<file path="src/design/tdpt_pkg.sv">
// ----------------------------------------------------------------------------
// tdpt_pkg: shared types and constants for the trial-division prime tester
// Holds the queue entry type and the widths used by the front, queue and
// divider engine.
// ----------------------------------------------------------------------------
package tdpt_pkg;

    // Width of the input word and of its magnitude once the sign is split off.
    localparam int VALUE_W = 32;
    localparam int MAG_W   = VALUE_W - 1;

    // Divisors never exceed sqrt(2^31) + 6, so 17 bits hold them with room.
    localparam int DIV_W = 17;
    // The running square of the divisor stays below 2^33.
    localparam int SQ_W  = 34;

    // Bit counter for the restoring remainder loop.
    localparam int CNT_W = $clog2(MAG_W);

    // Default depth of the queue between front and back.
    localparam int QUEUE_DEPTH_DEF = 2;

    // Output word width: prime_flag padded to one byte.
    localparam int OUT_W = 8;

    // Wheel constants.
    localparam int FIRST_DIV   = 3;
    localparam int WHEEL_START = 5;
    localparam int WHEEL_STEP  = 6;
    localparam int PAIR_GAP    = 2;

    // One classified word waiting for the back end.
    typedef struct packed {
        logic             decided;  // verdict already known from the front
        logic             flag;     // verdict when decided is set
        logic [MAG_W-1:0] mag;      // odd magnitude still to be tested
    } job_t;

endpackage

</file>
<file path="src/design/tdpt_back.sv">
// ----------------------------------------------------------------------------
// tdpt_back: divider engine and result register
// Runs two restoring remainder units side by side over the wheel divisors
// d and d+2, tracking d squared incrementally as the loop bound.
// ----------------------------------------------------------------------------
module tdpt_back (
    input  logic                          aclk,
    input  logic                          aresetn,
    input  logic                          q_not_empty,
    input  tdpt_pkg::job_t                q_head,
    output logic                          q_pop,
    output logic                          m_tvalid,
    input  logic                          m_tready,
    output logic [tdpt_pkg::OUT_W-1:0]    m_tdata
);

    localparam int MAG_W = tdpt_pkg::MAG_W;
    localparam int DIV_W = tdpt_pkg::DIV_W;
    localparam int SQ_W  = tdpt_pkg::SQ_W;
    localparam int CNT_W = tdpt_pkg::CNT_W;

    localparam logic [1:0] ST_IDLE = 2'd0;
    localparam logic [1:0] ST_DIV  = 2'd1;
    localparam logic [1:0] ST_NEXT = 2'd2;

    logic [1:0]       state_reg, state_next;
    logic [MAG_W-1:0] n_reg, n_next;
    logic [DIV_W-1:0] da_reg, da_next;
    logic [DIV_W-1:0] db_reg, db_next;
    logic [DIV_W-1:0] ra_reg, ra_next;
    logic [DIV_W-1:0] rb_reg, rb_next;
    logic [SQ_W-1:0]  sq_reg, sq_next;
    logic [CNT_W-1:0] cnt_reg, cnt_next;
    logic             first_reg, first_next;
    logic             valid_reg, valid_next;
    logic             flag_reg, flag_next;

    logic             out_free;
    logic             bit_in;
    logic [CNT_W-1:0] bit_idx;
    logic [DIV_W:0]   sa, sb;
    logic [DIV_W-1:0] d_step;
    logic [SQ_W-1:0]  sq_step;

    assign out_free = !valid_reg || m_tready;
    assign m_tvalid = valid_reg;
    assign m_tdata  = {{(tdpt_pkg::OUT_W-1){1'b0}}, flag_reg};

    // Magnitude bits are fed most significant first.
    assign bit_idx = CNT_W'(MAG_W - 1) - cnt_reg;
    assign bit_in  = n_reg[bit_idx];
    assign sa      = {ra_reg, bit_in};
    assign sb      = {rb_reg, bit_in};

    // Next wheel divisor and its square: (d+6)^2 = d^2 + 12d + 36.
    always_comb begin
        if (first_reg) begin
            d_step  = DIV_W'(tdpt_pkg::WHEEL_START);
            sq_step = SQ_W'(tdpt_pkg::WHEEL_START * tdpt_pkg::WHEEL_START);
        end else begin
            d_step  = da_reg + DIV_W'(tdpt_pkg::WHEEL_STEP);
            sq_step = sq_reg + (SQ_W'(da_reg) << 3) + (SQ_W'(da_reg) << 2)
                      + SQ_W'(tdpt_pkg::WHEEL_STEP * tdpt_pkg::WHEEL_STEP);
        end
    end

    always_comb begin
        state_next = state_reg;
        n_next     = n_reg;
        da_next    = da_reg;
        db_next    = db_reg;
        ra_next    = ra_reg;
        rb_next    = rb_reg;
        sq_next    = sq_reg;
        cnt_next   = cnt_reg;
        first_next = first_reg;
        valid_next = valid_reg && !m_tready;
        flag_next  = flag_reg;
        q_pop      = 1'b0;

        case (state_reg)
            ST_IDLE: begin
                if (q_not_empty && out_free) begin
                    q_pop = 1'b1;
                    if (q_head.decided) begin
                        valid_next = 1'b1;
                        flag_next  = q_head.flag;
                    end else begin
                        // Divisibility by three runs first, on both units.
                        n_next     = q_head.mag;
                        da_next    = DIV_W'(tdpt_pkg::FIRST_DIV);
                        db_next    = DIV_W'(tdpt_pkg::FIRST_DIV);
                        ra_next    = '0;
                        rb_next    = '0;
                        cnt_next   = '0;
                        first_next = 1'b1;
                        state_next = ST_DIV;
                    end
                end
            end
            ST_DIV: begin
                ra_next  = (sa >= {1'b0, da_reg}) ? DIV_W'(sa - {1'b0, da_reg})
                                                  : DIV_W'(sa);
                rb_next  = (sb >= {1'b0, db_reg}) ? DIV_W'(sb - {1'b0, db_reg})
                                                  : DIV_W'(sb);
                cnt_next = cnt_reg + CNT_W'(1);
                if (cnt_reg == CNT_W'(MAG_W - 1)) begin
                    state_next = ST_NEXT;
                end
            end
            ST_NEXT: begin
                if (ra_reg == '0 || rb_reg == '0) begin
                    if (out_free) begin
                        valid_next = 1'b1;
                        flag_next  = 1'b0;
                        state_next = ST_IDLE;
                    end
                end else if (sq_step > SQ_W'(n_reg)) begin
                    if (out_free) begin
                        valid_next = 1'b1;
                        flag_next  = 1'b1;
                        state_next = ST_IDLE;
                    end
                end else begin
                    da_next    = d_step;
                    db_next    = d_step + DIV_W'(tdpt_pkg::PAIR_GAP);
                    sq_next    = sq_step;
                    ra_next    = '0;
                    rb_next    = '0;
                    cnt_next   = '0;
                    first_next = 1'b0;
                    state_next = ST_DIV;
                end
            end
            default: begin
                state_next = ST_IDLE;
            end
        endcase
    end

    always_ff @(posedge aclk) begin
        if (!aresetn) begin
            state_reg <= ST_IDLE;
            valid_reg <= 1'b0;
        end else begin
            state_reg <= state_next;
            valid_reg <= valid_next;
        end
    end

    always_ff @(posedge aclk) begin
        n_reg     <= n_next;
        da_reg    <= da_next;
        db_reg    <= db_next;
        ra_reg    <= ra_next;
        rb_reg    <= rb_next;
        sq_reg    <= sq_next;
        cnt_reg   <= cnt_next;
        first_reg <= first_next;
        flag_reg  <= flag_next;
    end

endmodule

</file>
<file path="config.mk">
export PLATFORM = sky130hd
export DESIGN_NAME = tdpt_back
export DESIGN_NICKNAME = d
export VERILOG_FILES = /design/src/design/tdpt_pkg.sv /design/src/design/tdpt_back.sv
export SDC_FILE = /design/constraint.sdc
export NUM_CORES = 1
export LEC_CHECK = 0
export BUFFER_PORTS_ARGS = -buffer_cell sky130_fd_sc_hd__clkbuf_2
export CORE_MARGIN = 2
export CORE_UTILIZATION = 25
export CTS_CLUSTER_SIZE = 24
export DETAILED_ROUTE_END_ITERATION = 12
export HOLD_SLACK_MARGIN = 0.02
export SLEW_MARGIN = 30
export SYNTH_ARGS = -nofsm -noshare
export SYNTH_HDL_FRONTEND = slang
export SYNTH_SLANG_ARGS = --single-unit
</file>
<file path="constraint.sdc">
create_clock -name aclk -period 22.1 [get_ports aclk]
set_input_delay 1.105 -clock aclk [delete_from_list [all_inputs] [get_ports aclk]]
set_output_delay 1.105 -clock aclk [all_outputs]
set_load 0.02 [all_outputs]
</file>
Yosys cells after proc, flatten, opt, wreduce, memory -nomap -nowiden
Cells that the tools add are included.
Widths: inputs -> output; s select.

storage, ports and cells
  register bits = 143
  input port bits = 37
  output and inout bits = 10
  word-level logic and storage cells = 108

operators by class
  add/subtract/negate cells = 9
  reduce and logical (&&, ||, !) cells = 17
  eq/ne operators = 12
  bitwise operators = 3
  $lt $le $gt $ge = 4
  multiplexer cells = 52

operators with widths
  cell                   number
  $mux 17                13
  $pmux 17 s3            2
  $pmux 17 s2            2
  $ge 18x17->1           2
  $add 34x19->34         1
  $add 34x20->34         1
  $add 34x6->34 const B  1
  $gt 34x31->1           1
  $logic_not 17->1       2
  $mux 34                1
  $sub 17x17->17         2
  $mux 5                 4
  $mux 1                 18
  $add 17x2->17 const B  1
  $add 17x3->17 const B  1
  $pmux 5 s3             1
  $mux 2                 6
  $ne 2x2->1 const B     6
  $reduce_and 5->1       2
  $ne 3x3->1 const B     3
  $reduce_and 3->1       3
  $lt 5x6->1 const B     1
  $pmux 1 s2             3
  $pmux 2 s3             1
  other kinds (14)       19

Longest topological paths before layout
  depth in word-level cells = 8
  gate-level depth with buffers = 25

Worst setup path after synthesis
No wires, ideal clock.

  path type = register -> register
  start point = register da_reg[1]
  end point = register da_reg[10] (enable)
  path buffers = 0
  library setup time = 0.474 ns
  arrival = 7.188 ns
  setup slack = 14.438 ns
  stages on the path, launching flop included = 26
  cells stage by stage = edfxtp_1 inv_1 fa_1 inv_1 ha_1 ha_1 fa_1 a21o_1 a21o_1 a21oi_1 o31ai_1 a21oi_1 o21bai_1 a21oi_1 xor2_1 nor2_1 ha_1 a21o_1 a21o_1 a21oi_1 o21a_1 o21ai_0 a21oi_1 o22ai_1 a211o_1 a21boi_0

on the way
  cells in the longest elaborated chain, start to end = 7

RTL lines
  what                          RTL line          source
  start: declaration            tdpt_back.sv:28   logic [DIV_W-1:0] da_reg, da_next;
  start signal: assignment      tdpt_back.sv:153  da_reg <= da_next;
  $add 34x20->34                tdpt_back.sv:62   sq_step = sq_reg + (SQ_W'(da_reg) << 3) + (SQ_W'(da_reg) << 2)
  $add 34x19->34 *              tdpt_back.sv:62
  $add 34x6->34 *               tdpt_back.sv:63   + SQ_W'(tdpt_pkg::WHEEL_STEP * tdpt_pkg::WHEEL_STEP);
  $mux 34 *                     tdpt_back.sv:57   if (first_reg) begin
  named net sq_step[18]         tdpt_back.sv:43   logic [SQ_W-1:0] sq_step;
  $gt 34x31->1 *                tdpt_back.sv:118  end else if (sq_step > SQ_W'(n_reg)) begin
  $ne 2x2->1 (no line) *        n/a
  $reduce_and 5->1 (no line) *  n/a

The timed path passes the listed nets; every way through them passes the cells marked *.
A chain may end at the register's enable or synchronous reset.

Worst setup path in the final report
  start point = register da_reg[1]
  end point = register db_reg[1] (enable)

on the way
  cells in the longest elaborated chain, start to end = 7

RTL lines
  what                          RTL line          source
  $add 34x20->34                tdpt_back.sv:62
  $add 34x19->34 *              tdpt_back.sv:62
  $add 34x6->34 *               tdpt_back.sv:63
  $mux 34 *                     tdpt_back.sv:57
  named net sq_step[26]         tdpt_back.sv:43
  $gt 34x31->1 *                tdpt_back.sv:118
  $ne 2x2->1 (no line) *        n/a
  $reduce_and 5->1 (no line) *  n/a
  end signal: assignment        tdpt_back.sv:154  db_reg <= db_next;
  end: declaration              tdpt_back.sv:29   logic [DIV_W-1:0] db_reg, db_next;

Marks and branches as above.

==> impl_metrics.tcl <==
set metrics [dict create \
    run_status "complete, no violations" \
    netlist_area_um2 10580 \
    synth-main-ff-cell "edfxtp_1" \
    clk_pin_slew_worst_paths_ps 60 \
    synth.distinct_cells 67 \
    post_cts_buffers 0 \
    largest_reg_flops 34 \
    numPortBuffers 39 \
    die_area_um2 43990 \
    post_drt_wl_per_cell_um 14.84 \
    cts_tree "yes" \
    gp_congestion 0.8588 \
    finalNonFillerCells 1645 \
    die_w_um 209.7 \
    area_growth_pct 13.42 \
    cts.sinks 141 \
    clock_skew_ps 12.91 \
    hold_viol_final 0 \
    synth_commonest_cells "edfxtp_1, inv_1, ha_1" \
    postRouteAntennaNets 0 \
    ir_worst_vdd_mv 0.03559 \
    finalNetCount 1268 \
    grt_use_total_pct 11.33 \
    die_h_um 209.7 \
    hp-start "sq_reg[0]" \
    synth-edff-count 138 \
    cts_hold_buffers 0 \
    drc 0 \
    max-cap-violations 0 \
    drt_pass1_iterations 5 \
    antenna_cells 0 \
    syn_inst 1049 \
    cts_resized 0 \
    crit_path_max_fanout 19 \
    grt_pass1_wl_mm 39.70 \
    ys_seq_elements 141 \
    synth.most_common_cell "edfxtp_1" \
    core.rowCount 75 \
    yosysWarnings 0 \
    reg2reg_depth 25 \
    htreeDepth 4 \
    holdCritPathClass "flip-flop to flip-flop" \
    max_freq_mhz 155.0 \
    r2r_setup_slack_ps 15650 \
    grt-ovfl-total 0 \
    yosys.area.top_type "edfxtp_1" \
    worst_ep_required_time_ps 22230 \
    worst_pin_slew_ps 891.0 \
    clk_latency_ps 430 \
    fin_setup_tns_ps 0 \
    startpoint "da_reg[1]" \
    crit_path_end_kind "flip-flop" \
    finalSetupViolations 0 \
    grt_max_degree 56 \
    p_leak_nw 5.075 \
    period_share_pct 29.18 \
    root_buffer "clkbuf_16" \
    max_slew_margin_pct 40.05 \
    grt_pass1_vias 7694 \
    synthTopCellsByArea "edfxtp_1, ha_1, xnor2_1" \
    rsz0062_at_grt "false" \
    rr_endpoint "db_reg[1]" \
    dp_cells 1613 \
    hold_ws_ps 520.0 \
    crit_path_end "db_reg[1]" \
    arrival_ps 6580 \
    slew_viol_final 0 \
    antenna_found_initial 0 \
    clockBufferDepth 2 \
    core_um2 41850 \
    startpoint_type "flip-flop" \
    dp_hpwl_mm 18.49 \
    period_needed_ps 6450 \
    vias 7693 \
    final_layout_size_suffix_gt1_share_pct 9.132 \
    start_util_pct 25.29 \
    powerDensity_nw_per_um2 70.88 \
    yosysSeqAreaShare_pct 39.73 \
    avgSynthCellArea_um2 10.09 \
    yosysTopAreaCellShare_pct 39.16 \
    ys_async_sr_fraction_pct 0 \
    viasPerCell 4.677 \
    cts_made_buffers 17 \
    worst_r2r_startpoint "da_reg[1]" \
    drtIter0Drc 506 \
    io_pins 47 \
    wl_mm 24.40 \
    path_class "flip-flop to flip-flop" \
]
-- metal layers --
layer  global-route usage (%)  share of wire (%)
met5                        0                  0
met2                    18.18                 46
met1                    15.76                 49
met4                    3.742                1.9
met3                    1.511                4.0
-- metrics by stage --
stage	area (um2)	setup slack [ps]	power, mW	util [%]
5_1_grt	12000	15200	0.8991	28.68
3_3_place_gp	11420	15580	0.5751	27.29
6_report	12000	15650	0.8508	28.68
4_1_cts	12000	15640	0.8556	28.68
2_1_floorplan	10610	14440	0.5204	-
3_5_place_dp	11460	15640	0.5796	27.37
-- area by class of cell --
cell class              instances  area [um2]
fillers                      4391       29850
multi-input cells             763        5833
clock inverters                14       117.6
flip-flops and latches        141        4204
inverters                     121       454.2
well taps                     539       674.4
repair buffers                 49       290.3
clock buffers                  18       429.2
-- power by group --
part	total [mW]	switching, mW	internal (mW)
sequential	0.335	0.0174	0.318
combinational	0.241	0.140	0.102
clock	0.274	0.120	0.155
total	0.851	0.277	0.574
-- layout by cell type (no fill, tap or decap), drive strengths merged, types with 7 or more instances in the layout --
master,instances
xor2,27
mux2i,19
a211oi,10
nand2,53
o21a,7
nor2,119
o21bai,10
o21ai,32
fa,18
nand3,30
conb,7
and3,12
clkbuf,57
xnor2,57
nor4,12
buf,10
ha,120
nand2b,7
mux4,9
inv,125
nor2b,13
a21o,43
a21oi,52
edfxtp,138
nor3,26
nand4,16
-- cell families (layout without fill, tap and decap cells) --
family | count (synthesis) | count (layout) | synth area share, %
xor gates and xnor gates | 84 | 84 | 6.952
other | 1 | 7 | 0.03544
DFF | 141 | 141 | 39.73
and+or+nand+nor | 312 | 312 | 13.95
adders and majority gates | 138 | 138 | 17.59
muxes | 29 | 29 | 3.937
buffers and inverters | 151 | 202 | 5.734
AOI/OAI and AO/OA | 193 | 193 | 12.07
-- critical path: stages, from the launching register on --
cell and delay, ps:
edfxtp_1 480, inv_1 170, fa_1 550, inv_1 40
ha_1 280, ha_1 240, fa_1 410, a21o_1 190
a21o_1 190, a21oi_1 250, o31ai_1 180, o21ai_1 350
nor2_1 170, nand3_1 130, xor2_1 140, nor2_1 80
ha_1 220, a21o_1 170, a21o_1 160, a21oi_1 130
o21ai_0 100, a21oi_1 200, o22ai_1 140, a211o_1 390
a21boi_4 550, buf_16 230
-- worst min-delay path by stage --
stage	to	cells past startpoint
floorplan	sq_reg[0]	1
global placement	sq_reg[0]	1
detailed placement	sq_reg[0]	1
CTS	sq_reg[0]	1
global route	sq_reg[0]	1
finish	sq_reg[0]	1
Note: power is estimated with default switching activity, not from simulation.
